## config.mk

```make
export PLATFORM = sky130hd
export DESIGN_NAME = sks_cell
export DESIGN_NICKNAME = d
export VERILOG_FILES = /design/src/rtl/core/sks_pkg.sv /design/src/rtl/core/sks_cell.sv
export SDC_FILE = /design/constraint.sdc
export NUM_CORES = 1
export LEC_CHECK = 0
export ABC_AREA = 1
export BUFFER_PORTS_ARGS = -buffer_cell sky130_fd_sc_hd__buf_2
export CORE_MARGIN = 1.5
export CORE_UTILIZATION = 30
export DETAILED_ROUTE_END_ITERATION = 8
export GPL_TIMING_DRIVEN = 0
export PLACE_DENSITY_LB_ADDON = 0.25
export SLEW_MARGIN = 20
export SYNTH_ARGS = -nofsm -noshare
export SYNTH_HDL_FRONTEND = slang
export SYNTH_SLANG_ARGS = --single-unit
```

## constraint.sdc

```tcl
create_clock -name i_clk -period 3.83 [get_ports i_clk]
set_input_delay 0.383 -clock i_clk [delete_from_list [all_inputs] [get_ports i_clk]]
set_output_delay 0.383 -clock i_clk [all_outputs]
set_load 0.03 [all_outputs]
```

## src/rtl/core/sks_pkg.sv

```systemverilog
// Shared types and constants of the sorted store with k-th select.
package sks_pkg;

    localparam int CAPACITY_DEFAULT = 256;
    localparam int VALUE_W          = 32;
    localparam int RANK_W           = 9;
    localparam int STORED_W         = 9;

    typedef enum logic {
        OP_INSERT = 1'b0,
        OP_QUERY  = 1'b1
    } t_opcode;

    typedef enum logic [1:0] {
        ST_OK       = 2'd0,
        ST_FULL     = 2'd1,
        ST_BAD_RANK = 2'd2
    } t_status;

    // Broadcast to every cell in the row
    typedef struct packed {
        logic                      ins;
        logic signed [VALUE_W-1:0] value;
    } t_cell_ctrl;

    // Where a cell sits relative to the fill level
    typedef struct packed {
        logic occupied;
        logic tail;
    } t_cell_pos;

endpackage

```

## src/rtl/core/sks_cell.sv

```systemverilog
// One compare-and-shift cell of the sorted row.
module sks_cell (
    input  logic                               i_clk,
    input  sks_pkg::t_cell_ctrl                i_ctrl,
    input  sks_pkg::t_cell_pos                 i_pos,
    input  logic signed [sks_pkg::VALUE_W-1:0] i_left_value,
    input  logic                               i_left_gt,
    output logic signed [sks_pkg::VALUE_W-1:0] o_value,
    output logic                               o_gt
);
    import sks_pkg::*;

    logic signed [VALUE_W-1:0] r_value;
    logic signed [VALUE_W-1:0] n_value;

    // Held value is above the incoming one: this cell moves right on insert
    assign o_gt    = i_pos.occupied && (r_value > i_ctrl.value);
    assign o_value = r_value;

    always_comb begin
        n_value = r_value;
        if (i_ctrl.ins && (o_gt || i_pos.tail)) begin
            n_value = i_left_gt ? i_left_value : i_ctrl.value;
        end
    end

    always_ff @(posedge i_clk) begin
        r_value <= n_value;
    end

endmodule

```

; ---- Word-level counts from Yosys, hierarchy flattened
; Index checks and enable logic that the tools add are counted.
[totals]
register_bits = 32
n_memories = 0
mem_bits_ro = 0
latch_bits = 0
wordCells = 6
inputBits = 69
ramBits = 0
[classes]
n_reduce_logical = 3
n_mux = 1
bitwise_logic = 0
multipliers = 0
n_shift = 0
n_lt_le_gt_ge = 1
n_addsub = 0
n_eq_ne = 0
div = 0
[op_table]
columns = cell, n
row1 = 32-bit > comparator, 1
row2 = 32-bit two-way mux, 1
row3 = 1-bit logical AND, 2
row4 = 1-bit logical OR, 1

; ---- Depth between registers and ports, before layout
; Gate-level depths: netlist of the first run.
[depth]
ltp_word = 4
mapped_depth = 16
ltp_nobuf = 16

; ---- Worst setup path after synthesis of the first run
; No wires, ideal clock.
[synth_path]
path_kind = register -> register
startpoint = reg r_value[31] (netlist: o_value[31])
endpoint = reg r_value[0] (netlist: o_value[0]) (enable)
path_slack_ps = 872
t_arrival_ps = 2557
path_buffers = 0
path_stages_with_launch = 10
path_cell_list = edfxtp_1 -> ha_1 -> nand2_1 -> nor2_2 -> nand2_2 -> nor3b_2 -> nand2_1 -> nand3_1 -> nand3_2 -> a21oi_2
[synth_via]
elab_chain_cells = 4
[synth_rtl]
columns = item, line
row1 = from (decl), sks_cell.sv:13  ; logic signed [VALUE_W-1:0] r_value;
row2 = from (signal assigned), sks_cell.sv:28  ; r_value <= n_value;
row3 = 32-bit > comparator, sks_cell.sv:17  ; assign o_gt = i_pos.occupied && (r_value > i_ctrl.value);
row4 = 1-bit logical AND, sks_cell.sv:17
row5 = 1-bit logical OR, sks_cell.sv:22  ; if (i_ctrl.ins && (o_gt || i_pos.tail)) begin
row6 = 1-bit logical AND, sks_cell.sv:22
; Every way passes these cells.
; A chain may end at the register's enable or synchronous reset.

; ---- Worst setup path after layout of the first run
; Same ends and word-level chain as after synthesis.

==> results.cfg, run 1 <==
[critical_path]
r2r_cells = 10
crit_fanout = 18
cp_slowest_cell = a21oi_4
worstPathCellList = ha_1, nand2_1, nor2_2, nand2_2, nor3b_2, nand2_1, nand3_1, nand3_2, a21oi_4, buf_16
cp.arrival_ns = 2.58
start_kind = register
crit_required_ns = 3.82
critical_path_buf_inv_count = 1
critical_path_class = reg2reg
cp_top_family = simple AND/OR/NAND/NOR gates
end_kind = register
critical_path_depth = 10
cp_common_cell = nand2_1
max_stage_delay_ns = 0.50

[timing]
finalClockSkew_ns = 0.00419
period_share_pct = 67.6
final_max_slew_viol_count = 0
tns_ns = 0
rsz0062_at_grt = no
holdWs_ns = 0.379
worstMarginPinSlew_ns = 0.575
min_period_ns = 2.59
setup_viol = 0
fmaxAchievable_ghz = 0.386
slew_headroom_pct = 61.6
finalHoldViolCount = 0

[logic_synthesis]
synth.net_count = 356
synth_seq_cells = 32
synth_area_um2 = 2200
synth.distinct_cells = 22
ys_seq_area_share_pct = 43.7
yosys_warnings = 0
syn_area_per_cell_um2 = 8.63
netlist_instances = 255

[cells_and_area]
num-nets-final = 464
antenna_cells = 0
drive_gt1_share_pct = 32.7
largest_reg_flops = 32
layout_common_cells = buf_2 (100), nand2_1 (67), inv_1 (39), o21ai_0 (33)
final_common_cell = buf_2
area_delta_synth_final_pct = 33.6

[clock_tree]
cts_buffers = 5
cts_tree = yes
cts_sinks = 32
htree_levels = 2
ctsLongestPathBuffers = 2
insertion_delay_ns = 0.28
post_cts_buffers = 0
cts-resized-gates = 0
clk_pin_slew_ns = 0.07
hold_buffers = 0
root_buffer = clkbuf_8

[routing]
avgViaCountPerCell = 4.24
routedWlPerCell_um = 11.5
wl_um = 5320
first_pass_iters = 4
drc = 0
ant_nets = 0
via_count = 1965
drtIter0Drc = 38

[min_path]
min_path_cells = 3
hold_path.class = in2reg

[place]
port_buffers = 100
hpwl_um = 4350
gp_congestion = 0.772

[die]
initial_core_util_pct = 30.7
fp.dieW_um = 88.7
core_um2 = 7180
die_h_um = 88.7
pin_count = 102
rows = 31
dieArea_um2 = 7860

[power_and_ir_drop]
p_leak_nw = 1.51
cellPowerDensity_nw_per_um2 = 322
peakVddDrop_v = 0.000132

[global_routing]
overflow = 0
grt_pass1_vias = 1925
antenna_found_initial = 0
grt_pass1_wl_um = 8460
grt_max_degree = 19
track_usage_pct = 14.1

[flow_run]
cap_violations = 0

[status]
status = complete, no violations
final timing paths:
| kind | start | to | slack [ns] |
|---|---|---|---|
| setup / recovery | o_value[31] | o_value[0] | 1.24 |
| hold / removal | i_left_value[19] | o_value[19] | 0.38 |
| setup reg to reg | o_value[31] | o_value[0] | 1.24 |
| hold reg to reg | o_value[31] | o_value[21] | 1.11 |
report_power, final:
group	internal, mW	switching, mW
Clock	0.127	0.126
Combinational	0.0997	0.161
Sequential	0.420	0.0127
Total	0.646	0.300
kinds of logic (layout without fill, tap and decap cells):
group                      count (synthesis)  count (layout)  share of synthesized area, %
AOI/OAI and AO/OA                         51              51                          12.3
DFF                                       32              32                          43.7
muxes                                      1               1                         0.512
and+or+nand+nor                           88              88                          16.6
adders and majority gates                 32              32                          18.2
buffers and inverters                     51             160                          8.70
through the flow:
step	total power, mW	util, %	instances	worst slack [ns]	cell area [µm²]
after CTS	0.961	41.0	463	1.18	2940
final	0.945	41.0	463	1.24	2940
after detailed placement	0.705	39.9	455	1.07	2860
after global placement	0.695	39.4	454	0.228	2830
after floorplan	0.607	-	255	0.872	2200
after global routing	1.01	41.0	463	0.985	2940
cell usage after synthesis, drive strengths merged:
cell    count  area share (%)
inv        42             7.2
nand2      70              12
mux2        1            0.51
clkinv      2            0.34
nor2       10             1.8
a21o        1            0.34
nand3       5             1.4
nand4       1            0.28
clkbuf      7             1.2
and3        1            0.28
o21a        2            0.74
nor3b       1            0.57
a21oi      15             3.8
edfxtp     32              44
ha         32              18
o21ai      33             7.5
worst min-delay path, stage by stage:
cell and delay [ns]:
buf_2 0.07, nand2_1 0.04, o21ai_0 0.05
layer usage:
metal	routed length [µm]	GRT usage, %	part of all wire, %
met4	59	4.69	1.1
met1	2510	16.9	47
met2	2500	24.8	47
met5	0	0	0
met3	254	3.26	4.8
area by class of cell:
type | count | area (µm²)
buffer | 7 | 26.3
tap | 99 | 124
inverter | 44 | 165
clock inverter | 1 | 3.75
fill | 753 | 4240
timing repair buffer | 101 | 528
multi-input combinational | 172 | 1060
clock buffer | 7 | 76.3
sequential | 32 | 961
(Power assumes the default switching activity.)
==> inputs of run 2 (changes only) <==
ABC_AREA = 0   (was 1)
clock period = 2.45 ns   (was 3.83 ns; I/O delays follow)
==> results.cfg, run 2 <==
[status]
status = complete, but fails checks
violations = setup timing

[power_and_ir_drop]
peakVddDrop_v = 0.000220
p_leak_nw = 1.47
cellPowerDensity_nw_per_um2 = 498
power_mw = 1.53
switching_share_pct = 31.5
switching_power_uw = 482
intPower_mw = 1.05
power_frac_clock_pct = 26.0
seqPwrFrac_pct = 44.3
power_frac_comb_pct = 29.7

[timing]
setup_viol = 33
finalHoldViolCount = 0
slew_headroom_pct = 65.4
setup_ws_ns = -0.346
period_share_pct = 114
tns_ns = -10.98
fmaxAchievable_ghz = 0.358
rsz0062_at_grt = yes
worstMarginPinSlew_ns = 0.519
final_max_slew_viol_count = 0
finalClockSkew_ns = 0.00750
min_period_ns = 2.80

[critical_path]
max_stage_delay_ns = 0.55
rr_startpoint = o_value[13]
timing.rr.end = o_value[24]
cp_slowest_cell = or4b_4
critical_path_class = reg2reg
end_kind = register
reg2reg_setup_slack_ns = -0.35
critical_path_buf_inv_count = 2
crit_fanout = 11
cp.arrival_ns = 2.79
r2r_cells = 9
crit_required_ns = 2.44
cp_top_family = compound AO/OA/AOI/OAI gates
start_kind = register
worstPathCellList = ha_1, nand4_1, nor2_1, a221o_1, o31a_1, or4b_4, a31oi_4, buf_6, buf_12

[flow_run]
cap_violations = 0

[logic_synthesis]
synth_seq_cells = 32
yosys-top-cells-count = nand2_1 (38), inv_1 (35), o21ai_0 (34)
syn_area_per_cell_um2 = 9.50
synth-main-ff-cell = edfxtp_1
netlist_instances = 222
synthArstFlopShare_pct = 0
synth.most_common_cell = nand2_1
ys_seq_area_share_pct = 45.6
synth_area_um2 = 2110
synth_top_area_share_pct = 45.6
synth.net_count = 323
synth.distinct_cells = 24
synth_top_area_cell = edfxtp_1
yosys_warnings = 0
synth_area_leaders = edfxtp_1 (46%), ha_1 (19%), o21ai_0 (8.1%), nand2_1 (6.8%), inv_1 (6.2%)
synth_edf_count = 32

[die]
fp.dieW_um = 86.8
pin_count = 102
core_um2 = 6790
die_h_um = 86.8
dieArea_um2 = 7540
initial_core_util_pct = 31.0
rows = 30

[min_path]
hold_path.class = in2reg
whs_endpoint = o_value[17]
min_path_cells = 3
min_from = i_left_value[17]

[place]
place_ws_ns = -0.820
port_buffers = 100
gp_congestion = 0.755
hpwl_um = 4370

[cells_and_area]
antenna_cells = 0
final_util_pct = 45.3
n_fill_cell = 678
area_delta_synth_final_pct = 45.9
final_common_cell = buf_2
largest_reg_flops = 32
drive_gt1_share_pct = 37.9
num-nets-final = 443
layout_common_cells = buf_2 (99), nand2_1 (37), inv_1 (35), o21ai_0 (33), edfxtp_1 (32)

[clock_tree]
ctsLongestPathBuffers = 2
cts_buffers = 5
cts_tree = yes
root_buffer = clkbuf_8
clk_pin_slew_ns = 0.07
htree_levels = 2
cts_sinks = 32
insertion_delay_ns = 0.28

[routing]
drc = 0
wl_um = 5700
routedWlPerCell_um = 13.0
ant_nets = 0
via_count = 1999
avgViaCountPerCell = 4.55
drtIter0Drc = 71
first_pass_iters = 4

[global_routing]
grt_pass1_wl_um = 8770
grt_max_degree = 12
antenna_found_initial = 0
track_usage_pct = 15.2
overflow = 0
grt_pass1_vias = 1858
run 2: worst max path at each step:
stage	from	endpoint	slack (ns)	cells past startpoint
after global routing	o_value[15]	o_value[24]	-0.47	9
after global placement	o_value[5]	o_value[16]	-1.01	7
after CTS	o_value[9]	o_value[24]	-0.42	9
after floorplan	o_value[15]	o_value[0]	-0.73	7
final	o_value[13]	o_value[24]	-0.35	9
after detailed placement	o_value[15]	o_value[1]	-0.82	8
run 2: power by group through the flow:
stage	combinational, mW	sequential [mW]	clock (mW)
2_1_floorplan	0.174	0.765	0
3_3_place_gp	0.389	0.691	0
3_5_place_dp	0.402	0.690	0
4_1_cts	0.452	0.678	0.408
5_1_grt	0.508	0.683	0.433
6_report	0.455	0.679	0.399
run 2: layout make-up:
type	count	area, µm²	share of cell area [%]
repair buffers	113	677	22.0
clock buffers	7	76.3	2.48
flip-flops and latches	32	961	31.2
plain buffers	7	26.3	0.854
inverters	35	131	4.27
well taps	96	120	3.90
multi-input cells	148	1080	35.1
clock inverters	1	3.75	0.122
run 2: repair_timing:
item | in CTS | in global routing
cloned | 1 | 0
pin swaps | 6 | 3
buffers inserted | 11 | 0
resized for setup | 8 | 5
endpoints found under the setup margin | 33 | 33
hold buffers | 0 | 0
run 2: cell families after synthesis:
family / synth area share, %
flip-flops: 45.6
AND/OR/NAND/NOR: 12.0
AO/OA/AOI/OAI: 15.4
adder cells (fa/ha/maj): 19.0
multiplexers: 0.534
buffers and inverters: 7.48
run 2: per-layer routing:
metal	up-vias	track usage [%]	wire length, µm
met2	52	24.1	2660
li1	1027	-	-
met1	914	20.7	2710
met3	6	3.33	249
met5	-	0	0
met4	0	4.40	71
run 2: worst reg2reg max path: cells and delay by family (launching register included):
| kind | cells | cell delay, ns |
|---|---|---|
| compound gates | 3 | 0.77 |
| simple gates | 3 | 0.75 |
| flops | 1 | 0.39 |
| fa+ha+maj | 1 | 0.30 |
| buf+inv | 2 | 0.27 |
run 2: per-stage QoR:
| stage | std cells | area, µm² | hold slack (ns) |
|---|---|---|---|
| after floorplan | 222 | 2150 | 0.432 |
| after global placement | 418 | 2770 | 0.523 |
| after detailed placement | 419 | 2800 | 0.528 |
| after CTS | 439 | 3050 | 0.232 |
| after global routing | 439 | 3080 | 0.239 |
| final | 439 | 3080 | 0.237 |
==> inputs of run 3 (changes only) <==
SKIP_CTS_REPAIR_TIMING = 1   (was default)
==> results.cfg, run 3 (same netlist as run 2, synthesis figures left out) <==
[cells_and_area]
antenna_cells = 0
n_fill_cell = 677
area_delta_synth_final_pct = 46.9
ff_latch_area_um2 = 961
num-nets-final = 440
layout_common_cells = buf_2 (99), nand2_1 (38), inv_1 (35), o21ai_0 (33), edfxtp_1 (32)
largest_reg_flops = 32
multi_input_area_um2 = 1130
drive_gt1_share_pct = 38.8
final_common_cell = buf_2

[routing]
first_pass_iters = 4
ant_nets = 0
drc = 0
wl_um = 5810
avgViaCountPerCell = 4.62
drtIter0Drc = 66
via_count = 2013
routedWlPerCell_um = 13.3

[critical_path]
end_kind = register
cp_slowest_cell = or4b_4
worstPathCellList = ha_1, nor2b_1, o211ai_1, a2111oi_2, o31a_1, or4b_4, a31oi_4, buf_12, clkbuf_16
start_kind = register
max_stage_delay_ns = 0.55
crit_fanout = 8
cp.arrival_ns = 2.86
critical_path_class = reg2reg
crit_required_ns = 2.46
r2r_cells = 9

[timing]
final_max_slew_viol_count = 0
fmaxAchievable_ghz = 0.352
min_period_ns = 2.84
setup_ws_ns = -0.394
setup_viol = 33
worstMarginPinSlew_ns = 0.518
holdWs_ns = 0.230
slew_headroom_pct = 65.5
finalClockSkew_ns = 0.00886
period_share_pct = 116
rsz0062_at_grt = yes
tns_ns = -12.49
finalHoldViolCount = 0

[die]
core_um2 = 6790
pin_count = 102
dieArea_um2 = 7540
initial_core_util_pct = 31.0
rows = 30
die_h_um = 86.8
fp.dieW_um = 86.8

[global_routing]
grt_pass1_vias = 1812
grt_pass1_wl_um = 8510
overflow = 0
antenna_found_initial = 0
grt_max_degree = 18
track_usage_pct = 14.7

[clock_tree]
insertion_delay_ns = 0.29
cts_buffers = 5
clk_pin_slew_ns = 0.07
cts_sinks = 32
cts_tree = yes
htree_levels = 2
root_buffer = clkbuf_8
ctsLongestPathBuffers = 2

[power_and_ir_drop]
power_frac_clock_pct = 26.3
switching_share_pct = 32.0
seqPwrFrac_pct = 44.1
intPower_mw = 1.05
power_frac_comb_pct = 29.6
switching_power_uw = 493
p_leak_nw = 1.46
peakVddDrop_v = 0.000220
cellPowerDensity_nw_per_um2 = 498

[status]
violations = setup timing
status = complete, but fails checks

[flow_run]
cap_violations = 0

[place]
hpwl_um = 4370
gp_congestion = 0.755
port_buffers = 100

[min_path]
min_path_cells = 3
hold_path.class = in2reg
run 3: cell types whose count changed in the layout (fill, tap and decap cells not counted), sizes merged:
cell,before,now
buf,113,108
clkbuf,14,16
run 3: area by class of cell:
cell class              count  share of cell area [%]
flip-flops and latches     32                    31.0
clock inverters             1                   0.121
repair buffers            110                    21.0
inverters                  35                    4.24
multi-input cells         148                    36.4
well taps                  96                    3.88
clock buffers               7                    2.46
plain buffers               7                   0.848
run 3: through the flow:
step,setup slack (ns),utilization (%),cell area [µm²],total power [mW],std cells
after global routing,-0.513,45.6,3100,1.63,436
final,-0.394,45.6,3100,1.54,436
after CTS,-0.842,42.3,2880,1.49,427
after floorplan,-0.731,-,2150,0.939,222
after global placement,-1.01,40.8,2770,1.08,418
after detailed placement,-0.820,41.2,2800,1.09,419
run 3: routing by layer:
layer / vias up / part of all wire [%] / wire length [µm] / global-route usage, %
met1: 935 / 47 / 2720 / 20.0
li1: 1019 / - / - / -
met3: 6 / 4.3 / 251 / 3.33
met2: 53 / 48 / 2770 / 23.2
met4: 0 / 1.3 / 74 / 4.40
met5: - / 0 / 0 / 0
run 3: power by group through the flow:
stage          sequential [mW]  combinational [mW]  clock, mW
6_report                 0.680               0.457      0.405
2_1_floorplan            0.765               0.174          0
4_1_cts                  0.678               0.404      0.408
5_1_grt                  0.685               0.508      0.433
3_5_place_dp             0.690               0.402          0
3_3_place_gp             0.691               0.389          0
run 3: worst paths after layout:
kind	start	end	slack (ns)
max	o_value[1]	o_value[7]	-0.39
min	i_left_value[9]	o_value[9]	0.23
max reg2reg	o_value[1]	o_value[7]	-0.39
min reg2reg	o_value[31]	o_value[16]	1.23
run 3: critical path, delay by kind of cell (launching register included):
family / cells / cell delay (ns)
and+or+nand+nor: 2 / 0.68
DFF: 1 / 0.39
adders and majority gates: 1 / 0.30
AOI/OAI and AO/OA: 4 / 0.87
buffers and inverters: 2 / 0.30
